[config.mk]
export PLATFORM = sky130hd
export DESIGN_NAME = sensor_event_credit_sequencer
export DESIGN_NICKNAME = d
export VERILOG_FILES = /design/src/design/secs_pkg.sv /design/src/design/secs_csr.sv /design/src/design/secs_core.sv /design/src/design/sensor_event_credit_sequencer.sv
export VERILOG_INCLUDE_DIRS = /design/src /design/src/design
export SDC_FILE = /design/constraint.sdc
export NUM_CORES = 1
export LEC_CHECK = 0
export BUFFER_PORTS_ARGS = -buffer_cell sky130_fd_sc_hd__buf_4
export CAP_MARGIN = 20
export CORE_MARGIN = 1.5
export CORE_UTILIZATION = 45
export CTS_CLUSTER_SIZE = 25
export DETAILED_ROUTE_END_ITERATION = 7
export MAX_ROUTING_LAYER = met4
export PLACE_DENSITY_LB_ADDON = 0.25
export SYNTH_ARGS = -nofsm -noshare
export SYNTH_HDL_FRONTEND = slang
export SYNTH_SLANG_ARGS = --single-unit
[constraint.sdc]
create_clock -name clock -period 6.11 [get_ports clock]
set_input_delay 1.222 -clock clock [delete_from_list [all_inputs] [get_ports clock]]
set_output_delay 1.222 -clock clock [all_outputs]
set_load 0.1 [all_outputs]
[src/design/assert_macros.svh]
// Assertion macros shared by the sensor event credit sequencer
`ifndef ASSERT_MACROS_SVH
`define ASSERT_MACROS_SVH

// same-cycle implication
`define SECS_ASSERT_IMP(label, clk, rst, ante, cons) \
   label: assert property (@(posedge clk) disable iff (rst) (ante) |-> (cons)) \
      else $error("assertion failed");

// next-cycle implication
`define SECS_ASSERT_NXT(label, clk, rst, ante, cons) \
   label: assert property (@(posedge clk) disable iff (rst) (ante) |=> (cons)) \
      else $error("assertion failed");

`endif

[src/design/secs_pkg.sv]
// Types and constants of the sensor event credit sequencer
package secs_pkg;

   localparam int unsigned TASK_PRESCALE_DEF = 4;
   localparam int unsigned CNT_W  = 16;
   localparam int unsigned EVT_W  = 8;
   localparam int unsigned ADDR_W = 5;
   localparam int unsigned DATA_W = 32;

   localparam logic [CNT_W-1:0] SETTLE_RST  = 16'd8;
   localparam logic [CNT_W-1:0] SAMPLE_RST  = 16'd600;
   localparam logic [CNT_W-1:0] CREDIT_RST  = 16'd60;
   localparam logic [EVT_W-1:0] MAX_CR_RST  = 8'd4;
   localparam logic [CNT_W-1:0] LED_RST     = 16'd4;
   localparam logic [CNT_W-1:0] REPEATS_RST = 16'd1;
   localparam logic [EVT_W-1:0] CREDIT_INIT = 8'd1;

   typedef enum logic [3:0] {
      PH_SETTLE    = 4'd0,
      PH_WAIT      = 4'd1,
      PH_TASKS     = 4'd2,
      PH_M_TX      = 4'd3,
      PH_M_LED     = 4'd4,
      PH_S_TX      = 4'd5,
      PH_S_LED     = 4'd6,
      PH_SAMPLE    = 4'd7,
      PH_SAMPLE_TX = 4'd8,
      PH_HALT      = 4'd9
   } phase_type;

   typedef enum logic [1:0] {
      LED_OFF  = 2'd0,
      LED_RED  = 2'd1,
      LED_GRN  = 2'd2,
      LED_KEEP = 2'd3
   } led_type;

   typedef enum logic [2:0] {
      REG_SETTLE     = 3'd0,
      REG_SAMPLE     = 3'd1,
      REG_CREDIT     = 3'd2,
      REG_MAX_MOTION = 3'd3,
      REG_MAX_SWITCH = 3'd4,
      REG_MOTION_LED = 3'd5,
      REG_SWITCH_LED = 3'd6,
      REG_REPEATS    = 3'd7
   } reg_idx_type;

   typedef struct packed {
      logic [CNT_W-1:0] settle_ticks;
      logic [CNT_W-1:0] sample_period;
      logic [CNT_W-1:0] credit_period;
      logic [EVT_W-1:0] motion_credit_cap;
      logic [EVT_W-1:0] switch_credit_cap;
      logic [CNT_W-1:0] motion_led_ticks;
      logic [CNT_W-1:0] switch_led_ticks;
      logic [CNT_W-1:0] sample_repeats;
   } cfg_type;

   typedef struct packed {
      logic [EVT_W-1:0] motion_new;
      logic [EVT_W-1:0] switch_new;
      logic             battery_low;
      logic             radio_failed;
      logic             button_released;
   } req_type;

   typedef struct packed {
      logic       send_packet;
      logic       take_sample;
      logic       check_radio;
      logic [1:0] led;
      logic       halted;
      logic [3:0] phase;
   } rsp_type;

endpackage

[src/design/secs_csr.sv]
// Configuration register file with APB-style access
module secs_csr (
   input  logic                          clock,
   input  logic                          reset,
   input  logic                          psel,
   input  logic                          penable,
   input  logic                          pwrite,
   input  logic [secs_pkg::ADDR_W-1:0]   paddr,
   input  logic [secs_pkg::DATA_W-1:0]   pwdata,
   output logic [secs_pkg::DATA_W-1:0]   prdata,
   output logic                          pready,
   output secs_pkg::cfg_type             cfg
);

   secs_pkg::cfg_type     cfg_ff, cfg_in;
   secs_pkg::reg_idx_type idx;
   logic                  wr_en;

   assign idx    = secs_pkg::reg_idx_type'(paddr[secs_pkg::ADDR_W-1:2]);
   assign wr_en  = psel & penable & pwrite;
   assign pready = 1'b1;
   assign cfg    = cfg_ff;

   always_comb begin
      cfg_in = cfg_ff;
      if (wr_en) begin
         case (idx)
            secs_pkg::REG_SETTLE:     cfg_in.settle_ticks      = pwdata[15:0];
            secs_pkg::REG_SAMPLE:     cfg_in.sample_period     = pwdata[15:0];
            secs_pkg::REG_CREDIT:     cfg_in.credit_period     = pwdata[15:0];
            secs_pkg::REG_MAX_MOTION: cfg_in.motion_credit_cap = pwdata[7:0];
            secs_pkg::REG_MAX_SWITCH: cfg_in.switch_credit_cap = pwdata[7:0];
            secs_pkg::REG_MOTION_LED: cfg_in.motion_led_ticks  = pwdata[15:0];
            secs_pkg::REG_SWITCH_LED: cfg_in.switch_led_ticks  = pwdata[15:0];
            secs_pkg::REG_REPEATS:    cfg_in.sample_repeats    = pwdata[15:0];
            default:                  cfg_in = cfg_ff;
         endcase
      end
   end

   always_comb begin
      case (idx)
         secs_pkg::REG_SETTLE:     prdata = {16'd0, cfg_ff.settle_ticks};
         secs_pkg::REG_SAMPLE:     prdata = {16'd0, cfg_ff.sample_period};
         secs_pkg::REG_CREDIT:     prdata = {16'd0, cfg_ff.credit_period};
         secs_pkg::REG_MAX_MOTION: prdata = {24'd0, cfg_ff.motion_credit_cap};
         secs_pkg::REG_MAX_SWITCH: prdata = {24'd0, cfg_ff.switch_credit_cap};
         secs_pkg::REG_MOTION_LED: prdata = {16'd0, cfg_ff.motion_led_ticks};
         secs_pkg::REG_SWITCH_LED: prdata = {16'd0, cfg_ff.switch_led_ticks};
         secs_pkg::REG_REPEATS:    prdata = {16'd0, cfg_ff.sample_repeats};
         default:                  prdata = '0;
      endcase
   end

   always_ff @(posedge clock) begin
      if (reset) begin
         cfg_ff.settle_ticks      <= secs_pkg::SETTLE_RST;
         cfg_ff.sample_period     <= secs_pkg::SAMPLE_RST;
         cfg_ff.credit_period     <= secs_pkg::CREDIT_RST;
         cfg_ff.motion_credit_cap <= secs_pkg::MAX_CR_RST;
         cfg_ff.switch_credit_cap <= secs_pkg::MAX_CR_RST;
         cfg_ff.motion_led_ticks  <= secs_pkg::LED_RST;
         cfg_ff.switch_led_ticks  <= secs_pkg::LED_RST;
         cfg_ff.sample_repeats    <= secs_pkg::REPEATS_RST;
      end else begin
         cfg_ff <= cfg_in;
      end
   end

endmodule

[src/design/secs_core.sv]
// Sequencer state and the per-tick phase step
module secs_core #(
   parameter int unsigned TASK_PRESCALE = secs_pkg::TASK_PRESCALE_DEF
) (
   input  logic                clock,
   input  logic                reset,
   input  logic                adv,
   input  secs_pkg::cfg_type   cfg,
   input  secs_pkg::req_type   req,
   output secs_pkg::rsp_type   rsp,
   output secs_pkg::phase_type phase_now
);

   localparam int unsigned STEP_MAX = 3;
   localparam logic [secs_pkg::CNT_W-1:0] PRESCALE = secs_pkg::CNT_W'(TASK_PRESCALE);

   secs_pkg::phase_type              phase_ff, phase_in;
   logic [secs_pkg::CNT_W-1:0]       pcount_ff, pcount_in;
   logic [secs_pkg::CNT_W-1:0]       scount_ff, scount_in;
   logic [secs_pkg::CNT_W-1:0]       ccount_ff, ccount_in;
   logic [secs_pkg::EVT_W-1:0]       mcred_ff, mcred_in;
   logic [secs_pkg::EVT_W-1:0]       scred_ff, scred_in;
   logic [secs_pkg::EVT_W-1:0]       mpend_ff, mpend_in;
   logic [secs_pkg::EVT_W-1:0]       spend_ff, spend_in;

   logic              step_go;
   logic              tx;
   logic              smp;
   logic              chk;
   secs_pkg::led_type led_v;

   always_comb begin
      phase_in  = phase_ff;
      pcount_in = pcount_ff;
      scount_in = scount_ff;
      ccount_in = ccount_ff;
      mcred_in  = mcred_ff;
      scred_in  = scred_ff;
      mpend_in  = mpend_ff;
      spend_in  = spend_ff;
      tx        = 1'b0;
      smp       = 1'b0;
      chk       = 1'b0;
      led_v     = secs_pkg::LED_KEEP;
      step_go   = 1'b0;

      if (phase_ff != secs_pkg::PH_HALT) begin
         if (scount_ff == '0) begin
            scount_in = cfg.sample_period;
            chk       = 1'b1;
            phase_in  = secs_pkg::PH_SAMPLE;
         end else begin
            scount_in = scount_ff - 16'd1;
         end

         if (ccount_ff == '0) begin
            ccount_in = cfg.credit_period;
            if (mcred_ff < cfg.motion_credit_cap) mcred_in = mcred_ff + 8'd1;
            if (scred_ff < cfg.switch_credit_cap) scred_in = scred_ff + 8'd1;
         end else begin
            ccount_in = ccount_ff - 16'd1;
         end

         mpend_in = mpend_ff + req.motion_new;
         spend_in = spend_ff + req.switch_new;

         // at most settle -> wait -> tasks in one tick
         step_go = 1'b1;
         for (int i = 0; i < STEP_MAX; i++) begin
            if (step_go) begin
               step_go = 1'b0;
               case (phase_in)
                  secs_pkg::PH_SETTLE: begin
                     led_v = secs_pkg::LED_OFF;
                     if (pcount_in != '0) begin
                        pcount_in = pcount_in - 16'd1;
                     end else begin
                        pcount_in = PRESCALE;
                        phase_in  = secs_pkg::PH_WAIT;
                        step_go   = 1'b1;
                     end
                  end
                  secs_pkg::PH_WAIT: begin
                     if (pcount_in >= 16'd2) begin
                        pcount_in = pcount_in - 16'd1;
                     end else begin
                        phase_in = secs_pkg::PH_TASKS;
                        step_go  = 1'b1;
                     end
                  end
                  secs_pkg::PH_TASKS: begin
                     if (mpend_in != '0) begin
                        phase_in = secs_pkg::PH_M_TX;
                     end else if (spend_in != '0) begin
                        phase_in = secs_pkg::PH_S_TX;
                     end else begin
                        pcount_in = PRESCALE;
                        phase_in  = secs_pkg::PH_WAIT;
                     end
                  end
                  secs_pkg::PH_M_TX: begin
                     if (mcred_in != '0) begin
                        tx       = 1'b1;
                        mcred_in = mcred_in - 8'd1;
                     end
                     pcount_in = cfg.motion_led_ticks;
                     phase_in  = secs_pkg::PH_M_LED;
                     step_go   = 1'b1;
                  end
                  secs_pkg::PH_M_LED: begin
                     led_v = secs_pkg::LED_RED;
                     if (pcount_in == '0) begin
                        led_v     = secs_pkg::LED_OFF;
                        mpend_in  = '0;
                        pcount_in = cfg.settle_ticks;
                        phase_in  = secs_pkg::PH_SETTLE;
                     end else begin
                        pcount_in = pcount_in - 16'd1;
                     end
                  end
                  secs_pkg::PH_S_TX: begin
                     if (scred_in != '0) begin
                        tx       = 1'b1;
                        scred_in = scred_in - 8'd1;
                     end
                     pcount_in = cfg.switch_led_ticks;
                     phase_in  = secs_pkg::PH_S_LED;
                     step_go   = 1'b1;
                  end
                  secs_pkg::PH_S_LED: begin
                     led_v = secs_pkg::LED_GRN;
                     if (pcount_in == '0) begin
                        led_v     = secs_pkg::LED_OFF;
                        spend_in  = '0;
                        pcount_in = cfg.settle_ticks;
                        phase_in  = secs_pkg::PH_SETTLE;
                     end else begin
                        pcount_in = pcount_in - 16'd1;
                     end
                  end
                  secs_pkg::PH_SAMPLE: begin
                     led_v     = secs_pkg::LED_OFF;
                     smp       = 1'b1;
                     pcount_in = cfg.sample_repeats;
                     phase_in  = secs_pkg::PH_SAMPLE_TX;
                     step_go   = 1'b1;
                  end
                  secs_pkg::PH_SAMPLE_TX: begin
                     if (pcount_in == '0) begin
                        pcount_in = cfg.settle_ticks;
                        phase_in  = secs_pkg::PH_SETTLE;
                     end else begin
                        pcount_in = pcount_in - 16'd1;
                        tx        = 1'b1;
                     end
                  end
                  default: begin
                     phase_in = secs_pkg::PH_SETTLE;
                  end
               endcase
            end
         end

         if (req.button_released) begin
            mcred_in  = cfg.motion_credit_cap;
            scred_in  = cfg.switch_credit_cap;
            pcount_in = cfg.settle_ticks;
            phase_in  = secs_pkg::PH_SETTLE;
         end

         if (req.battery_low || req.radio_failed) phase_in = secs_pkg::PH_HALT;
      end

      rsp.send_packet = tx;
      rsp.take_sample = smp;
      rsp.check_radio = chk;
      rsp.led         = led_v;
      rsp.halted      = (phase_in == secs_pkg::PH_HALT);
      rsp.phase       = phase_in;
   end

   assign phase_now = phase_ff;

   always_ff @(posedge clock) begin
      if (reset) begin
         phase_ff  <= secs_pkg::PH_SETTLE;
         pcount_ff <= secs_pkg::SETTLE_RST;
         scount_ff <= secs_pkg::SAMPLE_RST;
         ccount_ff <= secs_pkg::CREDIT_RST;
         mcred_ff  <= secs_pkg::CREDIT_INIT;
         scred_ff  <= secs_pkg::CREDIT_INIT;
         mpend_ff  <= '0;
         spend_ff  <= '0;
      end else if (adv) begin
         phase_ff  <= phase_in;
         pcount_ff <= pcount_in;
         scount_ff <= scount_in;
         ccount_ff <= ccount_in;
         mcred_ff  <= mcred_in;
         scred_ff  <= scred_in;
         mpend_ff  <= mpend_in;
         spend_ff  <= spend_in;
      end
   end

endmodule

[src/design/sensor_event_credit_sequencer.sv]
// A word taken on req passes the input register, then the result register on rsp.
// Throughput: one word per cycle unless rsp_stall holds the output; the tick step
// is one pass between the two registers, state updated in that pass.
// Reset: synchronous, active high; clears both stages, loads the
// registers with their defaults and the state with its start values.
`include "assert_macros.svh"

module sensor_event_credit_sequencer #(
   parameter int unsigned TASK_PRESCALE = secs_pkg::TASK_PRESCALE_DEF
) (
   input  logic                          clock,
   input  logic                          reset,
   input  logic                          req_valid,
   output logic                          req_stall,
   input  secs_pkg::req_type             req_data,
   output logic                          rsp_valid,
   input  logic                          rsp_stall,
   output secs_pkg::rsp_type             rsp_data,
   input  logic                          psel,
   input  logic                          penable,
   input  logic                          pwrite,
   input  logic [secs_pkg::ADDR_W-1:0]   paddr,
   input  logic [secs_pkg::DATA_W-1:0]   pwdata,
   output logic [secs_pkg::DATA_W-1:0]   prdata,
   output logic                          pready
);

   logic                s1_valid_ff, s1_valid_in;
   secs_pkg::req_type   s1_data_ff, s1_data_in;
   logic                rsp_valid_ff, rsp_valid_in;
   secs_pkg::rsp_type   rsp_data_ff, rsp_data_in;
   logic                out_free;
   logic                adv;
   secs_pkg::cfg_type   cfg;
   secs_pkg::rsp_type   step_rsp;
   secs_pkg::phase_type phase_now;
   logic                halted_now;

   secs_csr u_csr (
      .clock   (clock),
      .reset   (reset),
      .psel    (psel),
      .penable (penable),
      .pwrite  (pwrite),
      .paddr   (paddr),
      .pwdata  (pwdata),
      .prdata  (prdata),
      .pready  (pready),
      .cfg     (cfg)
   );

   secs_core #(
      .TASK_PRESCALE (TASK_PRESCALE)
   ) u_core (
      .clock     (clock),
      .reset     (reset),
      .adv       (adv),
      .cfg       (cfg),
      .req       (s1_data_ff),
      .rsp       (step_rsp),
      .phase_now (phase_now)
   );

   assign out_free   = !rsp_valid_ff || !rsp_stall;
   assign adv        = s1_valid_ff && out_free;
   assign req_stall  = s1_valid_ff && !out_free;
   assign rsp_valid  = rsp_valid_ff;
   assign rsp_data   = rsp_data_ff;
   assign halted_now = (phase_now == secs_pkg::PH_HALT);

   always_comb begin
      s1_valid_in = s1_valid_ff;
      s1_data_in  = s1_data_ff;
      if (req_valid && !req_stall) begin
         s1_valid_in = 1'b1;
         s1_data_in  = req_data;
      end else if (adv) begin
         s1_valid_in = 1'b0;
      end

      rsp_valid_in = rsp_valid_ff;
      rsp_data_in  = rsp_data_ff;
      if (adv) begin
         rsp_valid_in = 1'b1;
         rsp_data_in  = step_rsp;
      end else if (!rsp_stall) begin
         rsp_valid_in = 1'b0;
      end
   end

   always_ff @(posedge clock) begin
      if (reset) begin
         s1_valid_ff  <= 1'b0;
         rsp_valid_ff <= 1'b0;
      end else begin
         s1_valid_ff  <= s1_valid_in;
         rsp_valid_ff <= rsp_valid_in;
      end
   end

   always_ff @(posedge clock) begin
      s1_data_ff  <= s1_data_in;
      rsp_data_ff <= rsp_data_in;
   end

   // no word appears without one in the input stage
   `SECS_ASSERT_NXT(a_no_phantom, clock, reset, rsp_valid && !rsp_stall && !s1_valid_ff, !rsp_valid)
   // a halt is final until reset
   `SECS_ASSERT_NXT(a_halt_sticks, clock, reset, halted_now, halted_now)
   // a sample only comes with the timer that also asks for a radio check
   `SECS_ASSERT_IMP(a_sample_check, clock, reset, rsp_valid && rsp_data.take_sample, rsp_data.check_radio)

endmodule
==> summary.txt, run 1 <==
Power and ir drop
  • Power share of the combinational group: 0.170
  • Clock Power Share: 0.443
  • Worst vdd ir: about 0.00025 V
  • P_int: between 2 and 3 mW
  • Tot Pwr: just over 4 mW
  • Switching Share: 0.291
  • Net switching power: 1.20 mW
  • P_leak: ~6 nW
  • Power Dens Cells: 249 nW/um^2
  • Sequential power share: 0.388

Synthesis
  • Post-synth top flop: dfxtp_1
  • Sequential fraction of the synthesis area: 0.328
  • Synth area leaders: dfxtp_1, nand2_1, a21oi_1
  • Distinct cells, synth: 101
  • Post-synthesis cell area: approximately 15000 sq um
  • Area leader, netlist: dfxtp_1
  • Share of the synthesized area in the top cell type: 0.269
  • Number of flops mapped to enable cells by yosys: 29
  • Avg Cell Area, Syn: about 7.7 sq um
  • Yosys warnings: 0
  • Register bit total from synthesis: about 230
  • Ys async rst share: 0
  • Syn Inst Count: 1923

Setup path
  • Crit path top cell by count: nand3_1
  • CP arrival: ~6 ns
  • Critical Path End Type: flop
  • CP Class: reg2reg
  • Worst path cell trace: nor4_2 -> and4b_1 -> nand2_2 -> nand3_1 -> a21o_1 -> nand3_1 -> a21oi_1 -> ha_1 -> inv_1 -> nor3_2 -> a21boi_1 -> a211oi_2 -> buf_4 -> nor2_1 -> a221oi_1 -> o21ai_1
  • Crit start category: flop
  • R2R setup slack: between 0.5 and 0.6 ns
  • Critical-path maximum fanout: 33
  • Slowest CP cell: and4b_1
  • Max incr delay on CP: around 0.69 ns
  • Critical Path RT: around 6.5 ns

CTS
  • Setup repair bufs after CTS: 0
  • Clock latency on the worst-skew pair: ~0.54 ns
  • CTS tree: done
  • Inserted Clock Buffers: 27
  • CTS sink count: between 200 and 250
  • Post-cts repair resize count: 0
  • Clock Pin Slew Worst Setup and Hold Paths: about 0.06 ns
  • Cts hold-fix bufs: 0
  • Htree depth: 1
  • Maximum clock path buffer count: 3
  • Root buf cell: clkbuf_16

STA
  • Slew HR: 0.233
  • F_max: ~0.18 GHz
  • Clk_skew: around 0.012 ns
  • Period utilisation layout: 0.915
  • Slew Limit Fails: 0
  • RSZ-0062 raised after global routing: false
  • Worst Tran Pin Value: about 1.1 ns
  • Sum Neg Setup Slack: 0 ns
  • Period minus WS final: roughly 5.6 ns
  • Final Hold Viols: 0
  • Endpoints failing setup: 0

Place
  • Placed Instance Area: between 15000 and 20000 sq um
  • DP Wirelength: between 30000 and 40000 um
  • Dpl cells: between 2000 and 2500
  • Gpl congestion: 0.983
  • Port bufs: just over 70

Floorplan
  • Die ar.: around 34000 sq um
  • Core footprint: 32400 sq um
  • Die X: approximately 180 um
  • Starting Density: 0.455
  • I/O pin count: about 110
  • Die extent in y: roughly 180 um
  • Rows: 66

Routing
  • Drt pass-1 iters: 6
  • Antenna viol nets, final: 0
  • Final WL: about 52000 um
  • Vias post-DR: roughly 15000
  • Drc violations: 0
  • WL per Instance: roughly 22 um
  • Iteration-0 DRC Markers: approximately 1800
  • Vias/cell: 6.21

Run status
  • Status: finished clean

Layout
  • Nets: slightly above 2000
  • Final Non-Filler Cells: 2391
  • Area Overhead vs Synth: 12.0%
  • Final instance area: 16500 sq um
  • Final core utilization: 0.509
  • Fraction of layout cells with a size suffix above 1: 0.114

Global routing
  • Vias in the first global route: ~13000
  • Largest net degree at the start of global routing: 78
  • GRT Residual Overflow: 0
  • Initial antenna violation count: 1
  • Total track usage: 0.310
  • First-pass GRT wire length: approximately 80000 um

Run
  • Max Cap Viol: 0

Hold path
  • HP Class: reg2reg
==> state kept, by name, summed over array words and instances, names as in the netlist <==
signal and count:
u_core.phase_now 4, u_core.scred_ff 8, u_core.pcount_ff 16, s1_valid_ff 1, u_core.scount_ff 16, u_core.mcred_ff 8, s1_data_ff 19, u_csr.cfg 112
rsp_valid 1, u_core.ccount_ff 16, u_core.mpend_ff 8, u_core.spend_ff 8, rsp_data 10
==> routing by layer <==
layer | share of wire | global-route usage
met5 | 0 | -
met4 | 0.034 | 0.105
met1 | 0.43 | 0.427
met3 | 0.095 | 0.0420
met2 | 0.44 | 0.465
==> power groups by stage <==
stage	Clock, mW	Combinational, mW	Sequential [mW]
finish	1.82	0.697	1.59
global route	1.90	0.744	1.60
CTS	1.84	0.683	1.59
detailed placement	0	0.681	1.62
global placement	0	0.671	1.62
floorplan	0	0.507	1.63
==> layout by cell type (no fill, tap or decap), drive strengths merged, types with 19 or more instances in the layout <==
master and n:
a211oi 35, a21oi 203, a221oi 26, a22oi 33, a31oi 21, buf 109, clkbuf 38, dfxtp 198
edfxtp 29, ha 40, inv 62, mux2i 42, nand2 323, nand2b 19, nand3 53, nand4 23
nor2 173, nor3 49, nor4 22, o21ai 85, o22ai 21, or3 29, xnor2 24
==> layout make-up <==
| type | instances | area, sq um |
|---|---|---|
| Tap cell | 442 | 553 |
| Clock inverter | 12 | 243 |
| Timing Repair Buffer | 111 | 833 |
| Clock buffer | 36 | 749 |
| Antenna cell | 1 | 2.50 |
| Inverter | 63 | 236 |
| Multi-Input combinational cell | 1499 | 9030 |
| Sequential cell | 227 | 4830 |
| Fill cell | 3208 | 15900 |
==> final timing paths <==
path | cells past startpoint | from | end
worst max register to register | 16 | u_core.scount_ff[6] | u_core.pcount_ff[11]
worst max-delay path | 16 | u_core.scount_ff[6] | u_core.pcount_ff[11]
worst min register to register | 2 | u_csr.cfg[70] | u_csr.cfg[70]
worst min-delay path | 2 | u_csr.cfg[70] | u_csr.cfg[70]
==> logic make-up (layout without fill, tap and decap cells) <==
| family | count (synthesis) | after routing | synth area share |
|---|---|---|---|
| AOI/OAI and AO/OA | 561 | 561 | 0.251 |
| xor gates and xnor gates | 38 | 38 | 0.0226 |
| muxes | 63 | 63 | 0.0484 |
| other | 2 | 18 | 0.000510 |
| and+or+nand+nor | 778 | 778 | 0.249 |
| buffers and inverters | 212 | 222 | 0.0626 |
| DFF | 227 | 227 | 0.328 |
| adders and majority gates | 42 | 42 | 0.0367 |
==> Yosys cell counts (10+ instances only) <==
cell	n
and2_1	10
a21oi_1	201
nand4_1	22
o31ai_1	18
o21ai_0	80
o211ai_1	18
nor4_1	19
dfxtp_1	198
a22oi_1	31
a31oi_1	21
nor2_1	172
mux2i_1	42
and3_1	13
mux2_2	16
nand2_1	322
a211oi_1	32
o22ai_1	21
clkbuf_1	108
nand2b_1	19
xnor2_1	24
a221oi_1	26
or3_1	28
edfxtp_1	29
buf_4	20
nor2b_1	16
nor3_1	44
nand3_1	52
inv_1	62
a21o_1	15
xor2_1	14
ha_1	40
==> worst max-delay path, delay by kind of cell, from the launching register on <==
family,cells,cell delay [ns]
AO/OA/AOI/OAI,6,1.76
adder cells (fa/ha/maj),1,0.28
buffers and inverters,2,0.37
flip-flops,1,0.36
AND/OR/NAND/NOR,7,2.68
==> stage by stage <==
| step | setup slack [ns] | hold slack [ns] |
|---|---|---|
| finish | 0.517 | 0.462 |
| global route | 0.212 | 0.495 |
| CTS | 0.598 | 0.462 |
| detailed placement | 0.615 | 0.454 |
| global placement | 0.755 | 0.443 |
| floorplan | 0.788 | 0.436 |
No activity file was read; power rests on OpenSTA's default activity.
==> run 2, diff against run 1 <==
==> constraint.sdc (replaced) <==
create_clock -name clock -period 5.73 [get_ports clock]
set_input_delay 1.146 -clock clock [delete_from_list [all_inputs] [get_ports clock]]
set_output_delay 1.146 -clock clock [all_outputs]
set_load 0.1 [all_outputs]
==> run 2 against run 1 <==
- count of clock-buffer cells in the layout fell by 1
- largest cell class unchanged
- core utilization rose by 0.19 points
- combinational power grew 8.9%
- sequential share of layout area shrank 0.11 points
- largest power group unchanged
==> summary.txt, run 2 (synthesized netlist as in run 1, its figures left out) <==
Run status
  • Status: finished clean

STA
  • Final Hold Viols: 0
  • Slew HR: 0.241
  • Period minus WS final: 5.15 ns
  • Clk_skew: between 0.015 and 0.02 ns
  • Endpoints failing setup: 0
  • Slew Limit Fails: 0
  • Worst Tran Pin Value: between 1 and 1.5 ns
  • Sum Neg Setup Slack: 0 ns
  • Period utilisation layout: 0.899
  • F_max: roughly 0.19 GHz
  • RSZ-0062 raised after global routing: false
  • WHS: 0.461 ns
  • Worst Slack Setup Final: 0.580 ns

Place
  • Port bufs: 72
  • Dpl ws: roughly 0.67 ns
  • DP Wirelength: 38200 um
  • Gpl congestion: between 0.9 and 1
  • Placed Instance Area: approximately 16000 sq um

Setup path
  • CP arrival: 5.60 ns
  • Crit start category: flop
  • Critical Path RT: ~6 ns
  • Critical Path End Type: flop
  • CP Class: reg2reg
  • Critical-path maximum fanout: 12

Run
  • Max Cap Viol: 0

CTS
  • Post-cts repair resize count: 0
  • Clock latency on the worst-skew pair: 0.56 ns
  • Setup repair bufs after CTS: 0
  • Root buf cell: clkbuf_16
  • CTS tree: done
  • Htree depth: 1
  • Maximum clock path buffer count: 3
  • Inserted Clock Buffers: 27
  • Cts hold-fix bufs: 0
  • CTS sink count: between 200 and 250
  • Clock Pin Slew Worst Setup and Hold Paths: approximately 0.06 ns

Global routing
  • First-pass GRT wire length: about 81000 um
  • Initial antenna violation count: 0
  • Largest net degree at the start of global routing: between 100 and 150
  • GRT Residual Overflow: 0
  • Total track usage: 0.317
  • Vias in the first global route: between 10000 and 15000

Routing
  • Antenna viol nets, final: 0
  • WL per Instance: 21.8 um
  • Final WL: around 53000 um
  • Vias/cell: 6.24
  • Drt pass-1 iters: 8
  • Drc violations: 0
  • Vias post-DR: 15024
  • Iteration-0 DRC Markers: around 1700

Layout
  • Max FFs per register: approximately 110
  • Area Overhead vs Synth: 12.4%
  • Nets: 2051
  • Commonest non-fill, non-tap cells in the layout: nand2_1, a21oi_1, dfxtp_1, nor2_1, buf_4
  • Antenna cells: 0
  • Final instance area: between 15000 and 20000 sq um
  • Fraction of layout cells with a size suffix above 1: 0.125
  • Commonest non-fill, non-tap cell in the layout: nand2_1
  • Fillers: between 3000 and 4000

Floorplan
  • Die ar.: 33800 sq um
  • Rows: between 60 and 70
  • I/O pin count: roughly 110
  • Starting Density: 0.455
  • Core footprint: 32400 sq um
  • Die extent in y: between 150 and 200 um
  • Die X: 184 um

Power and ir drop
  • Tot Pwr: around 4.3 mW
  • P_leak: 6.12 nW
  • Worst vdd ir: 0.000208 V
  • Power Dens Cells: about 260 nW/um^2

Hold path
  • HP Class: reg2reg
[run 2: layout make-up]
class | count | area, sq um | share of cell area
timing repair buffer | 128 | 961 | 0.0581
multi-input combinational | 1499 | 9030 | 0.546
sequential | 227 | 4830 | 0.292
clock buffer | 35 | 777 | 0.0470
inverter | 63 | 236 | 0.0143
tap | 442 | 553 | 0.0334
clock inverter | 15 | 150 | 0.00907
[run 2: report_power, final]
part / internal (mW) / leakage [nW] / total, mW / switching, mW
registers: 1.65 / 1.88 / 1.70 / 0.0460
clock network: 1.05 / 0.466 / 1.80 / 0.743
logic: 0.231 / 3.78 / 0.759 / 0.528
[run 2: metal layers]
layer,wire length (um),vias to the layer above,track usage,share of wire
met5,0,-,-,0
met4,1910,0,0.120,0.036
met3,5240,146,0.0628,0.10
met2,23300,789,0.477,0.44
met1,22200,7110,0.418,0.42
li1,-,6979,-,-
[run 2: metrics by stage]
stage                     std cells   util
after floorplan                1938      -
after global placement         2359  0.482
after detailed placement       2359  0.482
after CTS                      2409  0.511
after global routing           2409  0.511
final                          2409  0.511
[run 2: path summary, 6_finish.rpt]
check,startpoint,slack [ns],to,depth (start not counted)
worst max-delay path,s1_data_ff[3],0.58,u_core.phase_now[3],18
worst min-delay path,u_csr.cfg[70],0.46,u_csr.cfg[70],2
worst max register to register,s1_data_ff[3],0.58,u_core.phase_now[3],18
worst min register to register,u_csr.cfg[70],0.46,u_csr.cfg[70],2
[run 2: critical path, cell delays in order, from the launching register on]
cell	delay, ns
edfxtp_1	0.38
ha_1	0.25
fa_1	0.41
xor2_1	0.16
or3_1	0.32
or4_1	0.57
nor3_2	0.26
a21o_1	0.21
nand3_1	0.11
a21oi_1	0.37
ha_1	0.28
inv_1	0.11
nor3_2	0.30
a21boi_1	0.12
a211oi_2	0.25
buf_4	0.25
a2bb2oi_1	0.31
o21ai_0	0.17
o21a_1	0.23
==> run 3, diff against run 2 <==
--- a/config.mk
+++ b/config.mk
@@ -8,12 +8,13 @@
 export LEC_CHECK = 0
 export BUFFER_PORTS_ARGS = -buffer_cell sky130_fd_sc_hd__buf_4
 export CAP_MARGIN = 20
-export CORE_MARGIN = 1.5
+export CORE_MARGIN = 3
 export CORE_UTILIZATION = 45
 export CTS_CLUSTER_SIZE = 25
 export DETAILED_ROUTE_END_ITERATION = 7
 export MAX_ROUTING_LAYER = met4
 export PLACE_DENSITY_LB_ADDON = 0.25
+export RECOVER_POWER = 25
 export SYNTH_ARGS = -nofsm -noshare
 export SYNTH_HDL_FRONTEND = slang
 export SYNTH_SLANG_ARGS = --single-unit
==> run 3 against run 2 <==
- the flow now finishes with violations (capacitance limit, slew limit)
- critical endpoint is now u_csr.cfg[8]
- hold slack lost 0.0033 ns
- clock skew grew 0.0092 ns
- sequential share of layout area grew 0.24 points
- final cell count shrank 0.50%
- register-to-register slack gained 0.06 ns
- count of clock-buffer cells in the layout grew 2
- die area grew 3.3%
==> summary.txt, run 3 (synthesized netlist as in run 1, its figures left out) <==
CTS
  • CTS sink count: about 230
  • Setup repair bufs after CTS: 0
  • Clock latency on the worst-skew pair: about 0.54 ns
  • Clock Pin Slew Worst Setup and Hold Paths: 0.06 ns
  • Htree depth: 1
  • Maximum clock path buffer count: 3
  • Root buf cell: clkbuf_16
  • CTS tree: done
  • Inserted Clock Buffers: 26
  • Cts hold-fix bufs: 0
  • Post-cts repair resize count: 0

Floorplan
  • Rows: between 60 and 70
  • Die X: 187 um
  • Die extent in y: ~190 um
  • Starting Density: 0.462
  • Core footprint: about 32000 sq um
  • Die ar.: between 30000 and 40000 sq um
  • I/O pin count: about 110

Run status
  • Status: finished, violations left
  • Failing checks: capacitance limit, slew limit

Global routing
  • Vias in the first global route: ~14000
  • GRT Residual Overflow: 0
  • Total track usage: 0.289
  • First-pass GRT wire length: 79700 um
  • Initial antenna violation count: 0
  • Largest net degree at the start of global routing: around 110

Routing
  • WL per Instance: about 21 um
  • Final WL: approximately 51000 um
  • Drc violations: 0
  • Drt pass-1 iters: 6
  • Vias/cell: 6.31
  • Iteration-0 DRC Markers: approximately 2100
  • Vias post-DR: 15136
  • Antenna viol nets, final: 0

Hold path
  • WHS Path Cells: 2
  • HP Class: reg2reg
  • Hold Crit Start: u_csr.cfg[70]
  • Hold Path Sink: u_csr.cfg[70]

STA
  • Slew Limit Fails: 85
  • Worst Tran Pin Value: between 3 and 4 ns
  • Slew HR: -1.30
  • Endpoints failing setup: 0
  • WHS: between 0.4 and 0.5 ns
  • Period minus WS final: about 5.2 ns
  • Period utilisation layout: 0.908
  • RSZ-0062 raised after global routing: false
  • F_max: ~0.19 GHz
  • Clk_skew: ~0.027 ns
  • Sum Neg Setup Slack: 0 ns
  • Final Hold Viols: 0

Layout
  • Final instance area: 16400 sq um
  • Antenna cells: 0
  • Fraction of layout cells with a size suffix above 1: 0.117
  • Final Non-Filler Cells: ~2400
  • Commonest non-fill, non-tap cells in the layout: nand2_1, a21oi_1, dfxtp_1, nor2_1, buf_4
  • Max FFs per register: between 100 and 150
  • Nets: 2049
  • Area Overhead vs Synth: 11.5%
  • Commonest non-fill, non-tap cell in the layout: nand2_1

Run
  • Max Cap Viol: 2

Place
  • Placed Instance Area: between 15000 and 20000 sq um
  • DP Wirelength: between 30000 and 40000 um
  • Gpl congestion: about 1.1
  • Dpl cells: 2348
  • Port bufs: between 70 and 80

Setup path
  • Crit start category: input pin
  • RR Startpoint: s1_data_ff[3]
  • CP arrival: roughly 5.6 ns
  • R2R setup slack: 0.64 ns
  • Reg2reg path depth: 18
  • Critical Path End Type: flop
  • RR Endpoint: u_core.phase_now[3]
  • Critical Path RT: 6.11 ns
  • Critical-path maximum fanout: 64
  • CP Class: in2reg

Power and ir drop
  • Power Dens Cells: around 250 nW/um^2
  • Worst vdd ir: around 0.00018 V
  • P_leak: around 6.0 nW
[run 3: power breakdown]
group | leakage (nW) | switching (mW) | internal [mW]
Clock | 0.418 | 0.685 | 0.981
Combinational | 3.74 | 0.521 | 0.230
Sequential | 1.88 | 0.0470 | 1.65
[run 3: worst max-delay path by stage]
stage | endpoint | slack [ns] | from
2_1_floorplan | prdata[11] | 0.56 | paddr[3]
3_3_place_gp | u_core.phase_now[3] | 0.77 | s1_data_ff[3]
3_5_place_dp | u_core.phase_now[3] | 0.71 | s1_data_ff[3]
4_1_cts | u_core.phase_now[3] | 0.68 | s1_data_ff[3]
5_1_grt | u_core.ccount_ff[2] | 0.25 | reset
6_report | u_csr.cfg[8] | 0.53 | reset
[run 3: layout make-up]
| cell class | instances | area [sq um] |
|---|---|---|
| fillers | 3119 | 15500 |
| multi-input cells | 1499 | 9020 |
| repair buffers | 127 | 923 |
| clock buffers | 37 | 774 |
| well taps | 435 | 544 |
| flip-flops and latches | 227 | 4830 |
| inverters | 63 | 236 |
| clock inverters | 9 | 75.1 |
[run 3: critical path, stage by stage]
cell	delay, ns
clkbuf_1	2.38
clkbuf_2	1.15
clkbuf_4	0.76
a21oi_1	0.10
[run 3: per-layer routing]
metal / share of wire / wire length, um / GRT usage
met5: 0 / 0 / -
met1: 0.42 / 21600 / 0.398
met2: 0.44 / 22400 / 0.438
met4: 0.036 / 1860 / 0.0904
met3: 0.11 / 5510 / 0.0448
[run 3: through the flow]
| step | total power, mW | util | setup slack, ns |
|---|---|---|---|
| finish | 4.12 | 0.515 | 0.529 |
| global route | 4.25 | 0.515 | 0.250 |
| CTS | 4.12 | 0.515 | 0.684 |
| detailed placement | 2.47 | 0.489 | 0.707 |
| global placement | 2.46 | 0.489 | 0.772 |
| floorplan | 2.27 | - | 0.560 |
